$ cat src/rtl/fba_pkg.sv
// Shared constants, types and helper functions of the frame bitmap allocator.
// Depends on nothing; every other file of the block but fba_ram uses it.
package fba_pkg;

    localparam int NUM_FRAMES  = 4096;
    localparam int WORD_BITS   = 32;
    localparam int WORD_COUNT  = (NUM_FRAMES + WORD_BITS - 1) / WORD_BITS;
    localparam int WORD_AW     = $clog2(WORD_COUNT);
    localparam int BIT_AW      = $clog2(WORD_BITS);
    localparam int FRAME_W     = 12;
    localparam int COUNT_W     = 13;
    localparam int KIND_W      = 2;
    localparam int STATUS_W    = 2;
    localparam int GROUP_BITS  = 16;
    localparam int GROUP_COUNT = WORD_COUNT / GROUP_BITS;
    localparam int GROUP_AW    = $clog2(GROUP_COUNT);
    localparam int GROUP_SEL_W = $clog2(GROUP_BITS);
    localparam int QUEUE_DEPTH = 2;
    localparam int QUEUE_AW    = $clog2(QUEUE_DEPTH);

    localparam logic [COUNT_W-1:0] FRAME_LIMIT       = COUNT_W'(NUM_FRAMES);
    localparam logic [COUNT_W-1:0] FRAME_COUNT_RESET = COUNT_W'(4096);

    localparam logic [KIND_W-1:0] KIND_ALLOC = 2'd0;
    localparam logic [KIND_W-1:0] KIND_FREE  = 2'd1;
    localparam logic [KIND_W-1:0] KIND_TEST  = 2'd2;

    typedef logic [STATUS_W-1:0] status_t;
    localparam status_t STATUS_DONE = 2'd0;
    localparam status_t STATUS_NOOP = 2'd1;
    localparam status_t STATUS_FULL = 2'd2;

    typedef enum logic [1:0] {
        OP_REPLY,
        OP_ALLOC,
        OP_FREE,
        OP_TEST
    } op_t;

    typedef struct packed {
        op_t                op;
        logic [FRAME_W-1:0] frame;
        status_t            status;
        logic               user;
        logic               rw;
    } cmd_t;

    typedef struct packed {
        logic full;
        logic empty;
    } q_stat_t;

    typedef struct packed {
        logic [FRAME_W-1:0] frame_index;
        status_t            status;
        logic               present;
        logic               read_write;
        logic               user_access;
        logic               frame_in_use;
    } res_t;

    typedef enum logic [1:0] {
        ST_IDLE,
        ST_SCAN,
        ST_WORD,
        ST_DONE
    } back_state_t;

    function automatic logic [BIT_AW-1:0] lowest_zero_bit(input logic [WORD_BITS-1:0] w);
        logic [BIT_AW-1:0] idx;
        idx = '0;
        for (int i = WORD_BITS - 1; i >= 0; i--)
        begin
            if (!w[i])
            begin
                idx = BIT_AW'(i);
            end
        end
        return idx;
    endfunction

    function automatic logic [GROUP_SEL_W-1:0] lowest_zero_group(
        input logic [GROUP_BITS-1:0] g);
        logic [GROUP_SEL_W-1:0] idx;
        idx = '0;
        for (int i = GROUP_BITS - 1; i >= 0; i--)
        begin
            if (!g[i])
            begin
                idx = GROUP_SEL_W'(i);
            end
        end
        return idx;
    endfunction

endpackage

$ cat src/rtl/fba_if.sv
// Request and response channel interfaces of the frame bitmap allocator.
// Depends on fba_pkg for field widths.
interface fba_req_if;
    logic                           valid;
    logic                           ready;
    logic [fba_pkg::KIND_W-1:0]     kind;
    logic [fba_pkg::FRAME_W-1:0]    page_frame;
    logic                           kernel_flag;
    logic                           writable;

    modport source (output valid, kind, page_frame, kernel_flag, writable, input ready);
    modport sink   (input valid, kind, page_frame, kernel_flag, writable, output ready);
endinterface


$ cat src/rtl/fba_front.sv
// Front end: accepts request beats and classifies them into back-end commands.
// Depends on fba_pkg and fba_req_if.
module fba_front (
    fba_req_if.sink          req,
    input  fba_pkg::q_stat_t q_stat,
    output logic             q_push,
    output fba_pkg::cmd_t    q_cmd
);
    import fba_pkg::*;

    assign req.ready = !q_stat.full;
    assign q_push    = req.valid && !q_stat.full;

    // Resolve trivial cases here; the back end only sees a canned reply for them.
    always_comb
    begin
        q_cmd        = '0;
        q_cmd.op     = OP_REPLY;
        q_cmd.status = STATUS_NOOP;
        q_cmd.user   = req.kernel_flag;
        q_cmd.rw     = req.writable;
        case (req.kind)
            KIND_ALLOC:
            begin
                if (req.page_frame != '0)
                begin
                    q_cmd.frame = req.page_frame;
                end
                else
                begin
                    q_cmd.op     = OP_ALLOC;
                    q_cmd.status = STATUS_DONE;
                end
            end
            KIND_FREE:
            begin
                if (req.page_frame != '0)
                begin
                    q_cmd.op     = OP_FREE;
                    q_cmd.frame  = req.page_frame;
                    q_cmd.status = STATUS_DONE;
                end
            end
            KIND_TEST:
            begin
                q_cmd.op     = OP_TEST;
                q_cmd.frame  = req.page_frame;
                q_cmd.status = STATUS_DONE;
            end
            default:
            begin
                q_cmd.op = OP_REPLY;
            end
        endcase
    end

endmodule

$ cat src/flat_wrapper.sv
// flat-port wrapper written by rule: the top's interface ports become plain ports
module fba_front_flat import fba_pkg::*;
  (q_stat, q_push, q_cmd, req_valid, req_kind, req_page_frame, req_kernel_flag, req_writable, req_ready);
  fba_req_if req_i ();
  input  fba_pkg::q_stat_t q_stat;
  output logic q_push;
  output fba_pkg::cmd_t q_cmd;
  input wire logic [$bits(req_i.valid)-1:0] req_valid;
  input wire logic [$bits(req_i.kind)-1:0] req_kind;
  input wire logic [$bits(req_i.page_frame)-1:0] req_page_frame;
  input wire logic [$bits(req_i.kernel_flag)-1:0] req_kernel_flag;
  input wire logic [$bits(req_i.writable)-1:0] req_writable;
  output wire logic [$bits(req_i.ready)-1:0] req_ready;
  assign req_i.valid = req_valid;
  assign req_i.kind = req_kind;
  assign req_i.page_frame = req_page_frame;
  assign req_i.kernel_flag = req_kernel_flag;
  assign req_i.writable = req_writable;
  assign req_ready = req_i.ready;
  fba_front u_core (.req(req_i), .q_stat(q_stat), .q_push(q_push), .q_cmd(q_cmd));
endmodule
$ cat config.mk
export PLATFORM = sky130hd
export DESIGN_NAME = fba_front_flat
export DESIGN_NICKNAME = d
export VERILOG_FILES = /design/src/rtl/fba_pkg.sv /design/src/rtl/fba_if.sv /design/src/rtl/fba_front.sv /design/src/flat_wrapper.sv
export SDC_FILE = /design/constraint.sdc
export NUM_CORES = 1
export LEC_CHECK = 0
export ABC_CLOCK_PERIOD_IN_PS = 1600
export BUFFER_PORTS_ARGS = -buffer_cell sky130_fd_sc_hd__buf_2
export CAP_MARGIN = 20
export CORE_AREA = 3 3 40 42
export DETAILED_ROUTE_END_ITERATION = 6
export DIE_AREA = 0 0 43 45
export PLACE_DENSITY_LB_ADDON = 0.15
export SLEW_MARGIN = 20
export SYNTH_ARGS = -nofsm -noshare
export SYNTH_HDL_FRONTEND = slang
export SYNTH_SLANG_ARGS = --single-unit
$ cat constraint.sdc
create_clock -name vclk -period 1.6
set_input_delay 0 -clock vclk [all_inputs]
set_output_delay 0 -clock vclk [all_outputs]
set_load 0.01 [all_outputs]
== Yosys cells after proc, flatten, opt, wreduce, memory -nomap -nowiden ==
Index checks and enable logic that the tools add are counted.

* Bits of input ports: 19
* Output and inout port bits: 20
* Logic and storage cells: 12
* Register bits: 0

* Reduce and logical (&&, ||, !) cells: 4
* Mux-type cells: 6
* Eq/ne operators: 2

{| class="wikitable"
|+ Operators by type and width
! operator !! count
|-
| $pmux 14 s3 || 1
|-
| $mux 16 || 1
|-
| $mux 12 || 1
|-
| $reduce_bool 12->1 || 1
|-
| $pmux 2 s3 || 1
|-
| $eq 2x1->1 const B || 1
|-
| $eq 2x2->1 const B || 1
|-
| $logic_not 2->1 || 1
|-
| $mux 1 || 2
|-
| $logic_and 1x1->1 || 1
|-
| $logic_not 1->1 || 1
|}

== Longest topological paths before layout ==
* Word-level depth: 3
* Depth in mapped cells: 3
* Mapped depth without buffers: 3

== Worst setup path after synthesis ==
Ideal clock, no wire load.

* Path kind: input port to output port
* Start: input port req_page_frame[3]
* End: output port q_cmd[17] in the netlist's numbering
* Path slack: 905 ps
* Arrival: 695 ps
* Path buffers: 0
* Cell stages on the path: 3
* Required time: 1600 ps
* Cell sequence: nor4_1 -> a31oi_1 -> mux2_4

{| class="wikitable"
|+ RTL lines
! item !! line !! RTL
|-
| start, declared || flat_wrapper.sv:10 || <nowiki>input wire logic [$bits(req_i.page_frame)-1:0] req_page_frame;</nowiki>
|-
| end, declared || flat_wrapper.sv:7 || <nowiki>output fba_pkg::cmd_t q_cmd;</nowiki>
|}

==> impl_metrics.yaml <==
run_status:
  outcome: "finished clean"
floorplan:
  core_area_mm2: 0.00128
  die_h_um: 45
  dieArea_mm2: 0.00194
  start_util_pct: 13.9
  ioPinCount: 39
  num_rows: 13
  die_w_um: 43
drt:
  drtIter0Drc: 1
  vias_per_cell: 4.04
  wire_per_inst_um: 8.93
  drc_errors: 0
  ant_nets: 0
  drtPass1Iterations: 4
  num_vias: 287
  routed_wl_um: 634
logic_synthesis:
  synth_area_um2: 179
  synth.avg_cell_area_um2: 6.63
  yosys_warnings: 0
  yosysUniqueCellTypes: 14
  synthesis.nets: 46
  ys_seq_area_share_pct: 0
  synthCells: 27
timing:
  slew_violations: 0
  fin_crit_ns: 1.06
  setup_violations: 0
  max_freq_mhz: 946
  finalHoldViolCount: 0
  fin_crit_sh_pct: 66.1
  rsz0062_at_grt: "no"
  setup_ws_ns: 0.543
  holdWs_ns: 0.000143
  setup_tns_ns: 0
cells_and_area:
  nets: 77
  fill_cells: 141
  register_area_um2: 0
  area.growth.synth_to_final_pct: 88.1
  antenna_cells: 0
  num-clock-buffers: 0
  drive_above_1_share_pct: 64.3
  most-common-layout-cells: "buf_2 (33), and2_1 (11), nor4_1 (2)"
  layout_commonest_cell: "buf_2"
  seq_cells: 0
grt:
  grt_max_degree: 13
  grt_pass1_vias: 236
  grt_pass1_wl_um: 938
  grt_usage_pct: 5.89
  overflow: 0
  antenna_found_initial: 0
critical_path:
  crit_fanout: 3
  crit_path_start_kind: "input port"
  crit_path_end_kind: "primary output"
  critPathRequiredTime_ns: 1.60
  cp.arrival_ns: 1.06
  critPathKind: "in -> out"
cts:
  hold_buffers: 0
  post-cts-setup-buffers: 0
  post_cts_resized: 0
run:
  maxCapViolations: 0
power_and_ir_drop:
  p_leak_nw: 0.198
  power.density_mw_per_mm2: 281
  total_power_mw: 0.0947
  vdd_drop_max_v: 0.0000823
min_path:
  holdPathStages: 0
  whs_endpoint: "q_cmd[0]"
  hold_class: "in -> out"
  hp-start: "req_writable"
placement:
  pre_cts_ws_ns: 0.539
  place.gp.congestion: 0.581
  portBuffers: 33
[critical path: stages]
cell     delay, ns
buf_2         0.11
nor4_1        0.33
a31oi_1       0.20
mux2_4        0.28
buf_2         0.14
[power breakdown]
part	switching, mW	internal (mW)	total, mW
Sequential	0	0	0
Clock	0	0	0
Combinational	0.0461	0.0486	0.0947
Total	0.0461	0.0486	0.0947
[Yosys cell counts]
| master | count | share of area [%] |
|---|---|---|
| and2_1 | 11 | 38 |
| clkbuf_1 | 1 | 2.1 |
| a31oi_1 | 1 | 3.5 |
| conb_1 | 1 | 2.1 |
| nand2_1 | 1 | 2.1 |
| nor4_1 | 2 | 7.0 |
| inv_1 | 1 | 2.1 |
| xor2_1 | 1 | 4.9 |
| nor2b_1 | 1 | 3.5 |
| and2_2 | 1 | 4.2 |
| mux2_4 | 1 | 8.4 |
| nor4_2 | 1 | 7.0 |
| buf_4 | 3 | 13 |
| nor2_1 | 1 | 2.1 |
[how the worst max path moves through the flow]
stage	to	cells past startpoint	startpoint
6_report	q_cmd[17]	5	req_page_frame[3]
5_1_grt	q_cmd[17]	5	req_page_frame[3]
4_1_cts	q_cmd[17]	5	req_page_frame[3]
3_5_place_dp	q_cmd[17]	5	req_page_frame[3]
3_3_place_gp	q_cmd[17]	5	req_page_frame[3]
2_1_floorplan	q_cmd[17]	3	req_page_frame[3]
[area by class of cell]
type / instances / area [µm²] / share of cell area (%)
Inverter: 1 / 3.75 / 1.12
Multi-Input combinational cell: 22 / 149 / 44.2
Tap cell: 15 / 18.8 / 5.58
Timing Repair Buffer: 33 / 165 / 49.1
[cells by family (layout without fill, tap and decap cells)]
group | Yosys count | after routing | share of synthesized area (%)
simple gates | 18 | 18 | 64.3
mux | 1 | 1 | 8.39
buf+inv | 5 | 34 | 16.8
compound gates | 1 | 1 | 3.50
xor+xnor | 1 | 1 | 4.90
other cells | 1 | 1 | 2.10
[metrics by stage]
step | utilization (%) | instance area (µm²) | std cells
after global placement | 26.2 | 337 | 71
after CTS | 26.2 | 337 | 71
after detailed placement | 26.2 | 337 | 71
after global routing | 26.2 | 337 | 71
final | 26.2 | 337 | 71
after floorplan | - | 179 | 27
[metal layers]
metal	track usage [%]	part of all wire, %
met4	0	0
met5	0	0
met2	9.28	31
met1	8.33	40
met3	1.99	29
Power figures use the tool's default switching activity.
