<file path="src/rtl/fba_pkg.sv">
// Shared constants, types and helper functions of the frame bitmap allocator.
// Depends on nothing; every other file of the block but fba_ram uses it.
package fba_pkg;

    localparam int NUM_FRAMES  = 4096;
    localparam int WORD_BITS   = 32;
    localparam int WORD_COUNT  = (NUM_FRAMES + WORD_BITS - 1) / WORD_BITS;
    localparam int WORD_AW     = $clog2(WORD_COUNT);
    localparam int BIT_AW      = $clog2(WORD_BITS);
    localparam int FRAME_W     = 12;
    localparam int COUNT_W     = 13;
    localparam int KIND_W      = 2;
    localparam int STATUS_W    = 2;
    localparam int GROUP_BITS  = 16;
    localparam int GROUP_COUNT = WORD_COUNT / GROUP_BITS;
    localparam int GROUP_AW    = $clog2(GROUP_COUNT);
    localparam int GROUP_SEL_W = $clog2(GROUP_BITS);
    localparam int QUEUE_DEPTH = 2;
    localparam int QUEUE_AW    = $clog2(QUEUE_DEPTH);

    localparam logic [COUNT_W-1:0] FRAME_LIMIT       = COUNT_W'(NUM_FRAMES);
    localparam logic [COUNT_W-1:0] FRAME_COUNT_RESET = COUNT_W'(4096);

    localparam logic [KIND_W-1:0] KIND_ALLOC = 2'd0;
    localparam logic [KIND_W-1:0] KIND_FREE  = 2'd1;
    localparam logic [KIND_W-1:0] KIND_TEST  = 2'd2;

    typedef logic [STATUS_W-1:0] status_t;
    localparam status_t STATUS_DONE = 2'd0;
    localparam status_t STATUS_NOOP = 2'd1;
    localparam status_t STATUS_FULL = 2'd2;

    typedef enum logic [1:0] {
        OP_REPLY,
        OP_ALLOC,
        OP_FREE,
        OP_TEST
    } op_t;

    typedef struct packed {
        op_t                op;
        logic [FRAME_W-1:0] frame;
        status_t            status;
        logic               user;
        logic               rw;
    } cmd_t;

    typedef struct packed {
        logic full;
        logic empty;
    } q_stat_t;

    typedef struct packed {
        logic [FRAME_W-1:0] frame_index;
        status_t            status;
        logic               present;
        logic               read_write;
        logic               user_access;
        logic               frame_in_use;
    } res_t;

    typedef enum logic [1:0] {
        ST_IDLE,
        ST_SCAN,
        ST_WORD,
        ST_DONE
    } back_state_t;

    function automatic logic [BIT_AW-1:0] lowest_zero_bit(input logic [WORD_BITS-1:0] w);
        logic [BIT_AW-1:0] idx;
        idx = '0;
        for (int i = WORD_BITS - 1; i >= 0; i--)
        begin
            if (!w[i])
            begin
                idx = BIT_AW'(i);
            end
        end
        return idx;
    endfunction

    function automatic logic [GROUP_SEL_W-1:0] lowest_zero_group(
        input logic [GROUP_BITS-1:0] g);
        logic [GROUP_SEL_W-1:0] idx;
        idx = '0;
        for (int i = GROUP_BITS - 1; i >= 0; i--)
        begin
            if (!g[i])
            begin
                idx = GROUP_SEL_W'(i);
            end
        end
        return idx;
    endfunction

endpackage

</file>
<file path="src/rtl/fba_queue.sv">
// Short command queue between front end and back end.
// Depends on fba_pkg.
module fba_queue (
    input  logic             clk,
    input  logic             rst_n,
    input  logic             push,
    input  fba_pkg::cmd_t    push_data,
    input  logic             pop,
    output logic             q_valid,
    output fba_pkg::cmd_t    q_data,
    output fba_pkg::q_stat_t q_stat
);
    import fba_pkg::*;

    cmd_t                entry_reg [QUEUE_DEPTH];
    logic [QUEUE_AW-1:0] wr_ptr_reg, wr_ptr_next;
    logic [QUEUE_AW-1:0] rd_ptr_reg, rd_ptr_next;
    logic [QUEUE_AW:0]   count_reg, count_next;
    logic                do_push, do_pop;

    assign q_stat.full  = (count_reg == (QUEUE_AW + 1)'(QUEUE_DEPTH));
    assign q_stat.empty = (count_reg == '0);
    assign q_valid      = !q_stat.empty;
    assign q_data       = entry_reg[rd_ptr_reg];

    assign do_push = push && !q_stat.full;
    assign do_pop  = pop && !q_stat.empty;

    always_comb
    begin
        wr_ptr_next = do_push ? wr_ptr_reg + 1'b1 : wr_ptr_reg;
        rd_ptr_next = do_pop ? rd_ptr_reg + 1'b1 : rd_ptr_reg;
        count_next  = count_reg;
        if (do_push && !do_pop)
        begin
            count_next = count_reg + 1'b1;
        end
        else if (do_pop && !do_push)
        begin
            count_next = count_reg - 1'b1;
        end
    end

    always_ff @(posedge clk or negedge rst_n)
    begin
        if (!rst_n)
        begin
            wr_ptr_reg <= '0;
            rd_ptr_reg <= '0;
            count_reg  <= '0;
        end
        else
        begin
            wr_ptr_reg <= wr_ptr_next;
            rd_ptr_reg <= rd_ptr_next;
            count_reg  <= count_next;
        end
    end

    always_ff @(posedge clk)
    begin
        if (do_push)
        begin
            entry_reg[wr_ptr_reg] <= push_data;
        end
    end

endmodule

</file>
<file path="config.mk">
export PLATFORM = sky130hd
export DESIGN_NAME = fba_queue
export DESIGN_NICKNAME = d
export VERILOG_FILES = /design/src/rtl/fba_pkg.sv /design/src/rtl/fba_queue.sv
export SDC_FILE = /design/constraint.sdc
export NUM_CORES = 1
export LEC_CHECK = 0
export BUFFER_PORTS_ARGS = -buffer_cell sky130_fd_sc_hd__clkbuf_2
export CORE_UTILIZATION = 46
export DETAILED_ROUTE_END_ITERATION = 7
export GPL_TIMING_DRIVEN = 0
export PLACE_DENSITY = 0.78
export SLEW_MARGIN = 40
export SYNTH_ARGS = -nofsm -noshare
export SYNTH_HDL_FRONTEND = slang
export SYNTH_SLANG_ARGS = --single-unit
</file>
<file path="constraint.sdc">
create_clock -name clk -period 1.9 [get_ports clk]
set_input_delay 0.095 -clock clk [delete_from_list [all_inputs] [get_ports clk]]
set_output_delay 0.095 -clock clk [all_outputs]
set_load 0.01 [all_outputs]
</file>
## Word-level counts from Yosys, hierarchy flattened

Memories as Yosys holds them, arrays and structs flattened.
Cells that the tools add are included.

| storage, ports and cells | value |
|---|---|
| register bits | 4 |
| output and inout port bits | 21 |
| memories | 1 |
| memory bits (writable) | 36 |

| operators by class | value |
|---|---|
| reduce and logical (&&, ||, !) cells | 10 |
| eq/ne operators | 1 |
| multiplexer cells | 4 |
| add/sub/neg operators | 4 |

Memories:

| name | words | width | rd ports | clocked after Yosys merged registers in | write ports | RTL line | text |
|---|---|---|---|---|---|---|---|
| entry_reg | 2 | 18 | 1 | 0 | 1 | fba_queue.sv:15 | `cmd_t entry_reg [QUEUE_DEPTH];` |

Operator list:

| kind | count |
|---|---|
| $logic_and 1x1->1 | 4 |
| $logic_not 1->1 | 4 |
| $mux 2 | 2 |
| $add 1x1->1 const B | 2 |
| $add 2x1->2 const B | 1 |
| $eq 2x2->1 const B | 1 |
| $logic_not 2->1 | 1 |
| $mux 1 | 2 |
| $reduce_bool 2->1 | 1 |
| $sub 2x1->2 const B | 1 |

## Logic depth before layout (Yosys ltp)

| depth | value |
|---|---|
| depth in word-level cells | 7 |
| gate-level depth with buffers | 7 |
| mapped depth without buffers | 7 |

## Worst setup path after synthesis

No wires, ideal clock.

| timing path | value |
|---|---|
| kind | reg2reg |
| start | register count_reg[0] |
| end | memory entry_reg[0][0] in the netlist's numbering, enable pin |
| path buffers | 0 |
| arrival time | 1.407 ns |
| required time | 1.508 ns |
| path slack | 0.100 ns |
| cell stages (with the launch flop) | 4 |
| path through | dfrtp_1 > nand2b_1 > nand2_1 > nor2_1 |

| on the way | value |
|---|---|
| word-level cells in the longest chain between the ends | 5 |

Ends and longest elaborated chain:

| what | RTL line | text |
|---|---|---|
| from (decl) | fba_queue.sv:18 | `logic [QUEUE_AW:0] count_reg, count_next;` |
| from (signal assigned) | fba_queue.sv:56 | `count_reg <= count_next;` |
| $eq 2x2->1 | fba_queue.sv:21 | `assign q_stat.full = (count_reg == (QUEUE_AW + 1)'(QUEUE_DEPTH));` |
| $logic_not 1->1 | fba_queue.sv:26 | `assign do_push = push && !q_stat.full;` |
| $logic_and 1x1->1 | fba_queue.sv:26 |  |
| $mux 1 | fba_queue.sv:62 | `if (do_push)` |
| $mux 1 (implied by the code) | fba_queue.sv:64 | `entry_reg[wr_ptr_reg] <= push_data;` |
| to (decl) | fba_queue.sv:15 |  |

No other way between the ends.

## Worst setup path in the final report

| timing path | value |
|---|---|
| start | register count_reg[0] |
| end | register count_reg[1] |

| on the way | value |
|---|---|
| word-level cells in the longest chain between the ends | 6 |

Ends and longest elaborated chain:

| what | RTL line | text |
|---|---|---|
| $eq 2x2->1 * | fba_queue.sv:21 |  |
| $logic_not 1->1 * | fba_queue.sv:26 |  |
| $logic_and 1x1->1 * | fba_queue.sv:26 |  |
| named net do_push | fba_queue.sv:19 | `logic do_push, do_pop;` |
| $logic_not 1->1 | fba_queue.sv:38 | `else if (do_pop && !do_push)` |
| $logic_and 1x1->1 | fba_queue.sv:38 |  |
| $reduce_bool 2->1 (no line) | n/a |  |

The timed path passes the listed nets; every way through them passes the cells marked *. The select of a mux whose other input is x is not followed.
A chain may end at the register's enable or synchronous reset.

==> reports/summary.md <==
The number of nets in the synthesized netlist came out at 99. The library cells used most frequently in the layout, excluding fill and tap cells, are 42 x sky130_fd_sc_hd__clkbuf_2, 36 x sky130_fd_sc_hd__edfxtp_1, 20 x sky130_fd_sc_hd__dlygate4sd3_1. The run gives 0 as the count of endpoints failing hold in the final timing report.

For the remaining max-slew budget at the tightest pin, the log shows 0.641. At the pin with the least slew margin, the transition time is 0.537 ns. The share of cells above drive strength 1 is 0.500, and the fmax is 636 MHz.

The number of flip-flops under the largest register name was 36. The per-cell via count in the routed design works out to 4.57. For the first-pass iteration count of the detailed router, the log shows 4. Measured along the x axis, the die boundary spans 60.1 µm. Clock-pin slew was measured on the worst setup and hold paths at 0.11 ns. Data arrives at the worst endpoint at 1.83 ns. Setup repair after global routing left no endpoint under its margin. The post-detailed-placement half-perimeter wirelength is 1.65 mm.

The run finished with clean final reports. For this run, the number of Yosys warnings is 0. The overall die area was 0.00362 mm²; the fraction of the yosys area taken by sequential cells was 0.759. The logs give 2 for the level count of the clock H-tree and 2 for the worst-case clock buffer depth. After routing the design area is 0.00208 mm². The number of antenna diodes in the final layout is 0. CTS saw 40 sinks. The power density relative to cell area was 1330 mW/mm²; the number of max-slew violations in the final report was 0.

The aggregate global-route resource usage was 0.165. The worst register-to-register path begins at count_reg[0]$_DFFE_PN0P_. Counting I/O delays and the setup requirement, the final critical path takes 1.57 ns. The net count of the finished layout came out at 168. Part of the total power dissipated in the clock network: 0.143. TritonCTS built the clock tree. Across all setup checks in the final design, the least slack found is 0.327 ns. In this run the cell area of the synthesized design comes to 0.00156 mm². The logs give 3.93 mm for the global-route wire length before repair and 20 for the placement row count. The count of input and output buffers is 42, and the required time of the worst setup path is 2.16 ns.

In this run, CTS created clock tree buffers numbering 5. The floorplan step defined a core boundary enclosing 0.00313 mm². The run gives 20 as the count of routing violations after the opening detailed-route iteration. The synthesized area per cell was 20.5 µm². STA classifies the critical path endpoint as a flop.

The highest ir drop seen on vdd was 0.000875 V; the proportion of power drawn by flip-flops and latches was 0.467. Summed over all layers, the global routing overflow is 0. For the final database, setup skew stands at 0.00735 ns. The tool flagged a number of max-cap violations equal to 0. The number of global-route vias before repair came out at 877. After filler insertion, the fill cell instance count of the layout stands at 229. The starting utilization of the core area is 0.497. Before CTS, the worst setup slack after placement is 0.223 ns.

Compared with the post-synthesis result, the final layout area differs by 33.8%. The analysis attributes to cell leakage a power of 0.864 nW. The routed via count is 869. The type of the tightest min-delay check was input pin to asynchronous set/reset pin.

STA classifies the critical path startpoint as a flop. The combinational group share of total power is 0.391, and the final weighted congestion in routability-driven placement is 0.621. The later pin in the worst-skew pair is clocked with a latency of 0.34 ns. The start-to-end type of the worst setup path is flop to flop. Switching part of the total: 0.310. The vertical die dimension was 60.1 µm; the setup slack of the most critical reg-to-reg path was 0.33 ns. The root buffer cell is sky130_fd_sc_hd__clkbuf_4. The multi-input logic area is 340 µm², and the switching power of the nets is 859 µW. During I/O placement, the number of pins put on the boundary was 43. For the post-layout utilization of the core, the log shows 0.665.

Registers take 0.00118 mm². After detailed routing, the total wire length is 2.60 mm. The fraction of the cycle the final worst path needs works out to 0.828.

After detailed routing, the average wire length per cell comes to 13.7 µm. The number of setup buffers added after CTS is 0. Initial antenna violation count: 0. For the final routed database, the setup TNS stands at 0 ns. The maximum number of pins on one net before global-route repair is 19, and the number of distinct standard cells referenced by the synthesized netlist is 16. The critical-path maximum fanout is 4, and the post-place instance area is 0.00183 mm².

In the routed design, unresolved DRC markers number 0. Measured in cells, the most critical reg-to-reg path has a length of 6. Once the clock tree was built, the resizer swapped 0 gates to a different size. The most common library cell in the layout ignoring fill and taps was sky130_fd_sc_hd__clkbuf_2. Synthesis handed over a netlist of 76 instances.

The worst-case hold slack is 0.0908 ns. The endpoint identified for the worst register-to-register timing path is count_reg[1]$_DFFE_PN0P_. The cell-internal power is 1.91 mW. The final count of negative-setup-slack endpoints was 0.

Once detail routing completed, the nets flagged for antenna violations numbered 0. Counting flops and latches in the post-synthesis netlist gives 40.
[final cells by class]
type / instances / share of cell area
repair buffers: 62 / 0.197
plain buffers: 2 / 0.0150
clock buffers: 5 / 0.0180
well taps: 44 / 0.0265
inverters: 3 / 0.00541
clock inverters: 3 / 0.00661
flip-flops and latches: 40 / 0.568
multi-input cells: 31 / 0.164
[worst max path at each step]
stage | start | endpoint | depth (start not counted)
3_5_place_dp | count_reg[0]$_DFFE_PN0P_ | entry_reg[1][3]$_DFFE_PP_ | 2
5_1_grt | count_reg[0]$_DFFE_PN0P_ | count_reg[1]$_DFFE_PN0P_ | 6
3_3_place_gp | count_reg[0]$_DFFE_PN0P_ | entry_reg[0][3]$_DFFE_PP_ | 3
4_1_cts | count_reg[0]$_DFFE_PN0P_ | entry_reg[1][2]$_DFFE_PP_ | 2
6_report | count_reg[0]$_DFFE_PN0P_ | count_reg[1]$_DFFE_PN0P_ | 6
2_1_floorplan | count_reg[0]$_DFFE_PN0P_ | entry_reg[0][0]$_DFFE_PP_ | 3
[worst max-delay path: stages, from the launching register on]
cell,delay [ns]
sky130_fd_sc_hd__dfrtp_1,0.43
sky130_fd_sc_hd__nand2b_1,0.19
sky130_fd_sc_hd__nand2_1,0.17
sky130_fd_sc_hd__inv_1,0.07
sky130_fd_sc_hd__ha_1,0.32
sky130_fd_sc_hd__nor2_1,0.13
sky130_fd_sc_hd__xor2_1,0.18
[what timing repair did]
action,4_1_cts,5_1_grt
setup endpoints to repair,0,0
endpoints found under the hold margin,41,0
hold buffers,20,0
[logic make-up (layout without fill, tap and decap cells)]
kind of cell | Yosys count | count (layout) | share of synthesized area
adder cells (fa/ha/maj) | 1 | 1 | 0.00804
AND/OR/NAND/NOR | 7 | 7 | 0.0249
flip-flops | 40 | 40 | 0.759
buffers and inverters | 5 | 75 | 0.0274
multiplexers | 18 | 18 | 0.152
XOR/XNOR | 5 | 5 | 0.0282
[synth_stat cells (all sizes together)]
cell / n / area (µm²)
xor2: 2 / 17.5
ha: 1 / 12.5
nand2b: 1 / 6.26
nand2: 2 / 10.0
nor2: 2 / 7.51
xnor2: 3 / 26.3
mux2: 18 / 236
and3: 1 / 6.26
buf: 2 / 31.3
inv: 3 / 11.3
or2: 1 / 8.76
dfrtp: 4 / 100
edfxtp: 36 / 1080
[per-layer routing]
metal,part of all wire,up-vias,track usage
met5,0,-,0
met4,0.020,0,0.0797
met3,0.045,5,0.0736
met2,0.56,24,0.292
met1,0.38,416,0.161
li1,-,424,-
[power groups by stage]
| stage | logic, mW | registers (mW) | clock network, mW |
|---|---|---|---|
| final | 1.08 | 1.29 | 0.395 |
| after global routing | 1.17 | 1.31 | 0.447 |
| after CTS | 1.10 | 1.30 | 0.405 |
| after detailed placement | 1.07 | 1.32 | 0 |
| after global placement | 1.03 | 1.30 | 0 |
| after floorplan | 0.749 | 1.29 | 0 |
[through the flow]
stage | total power [mW] | std cells
after floorplan | 2.04 | 76
after global placement | 2.33 | 162
after detailed placement | 2.39 | 162
after CTS | 2.81 | 190
after global routing | 2.93 | 190
final | 2.77 | 190
No activity file was read; power rests on OpenSTA's default activity.
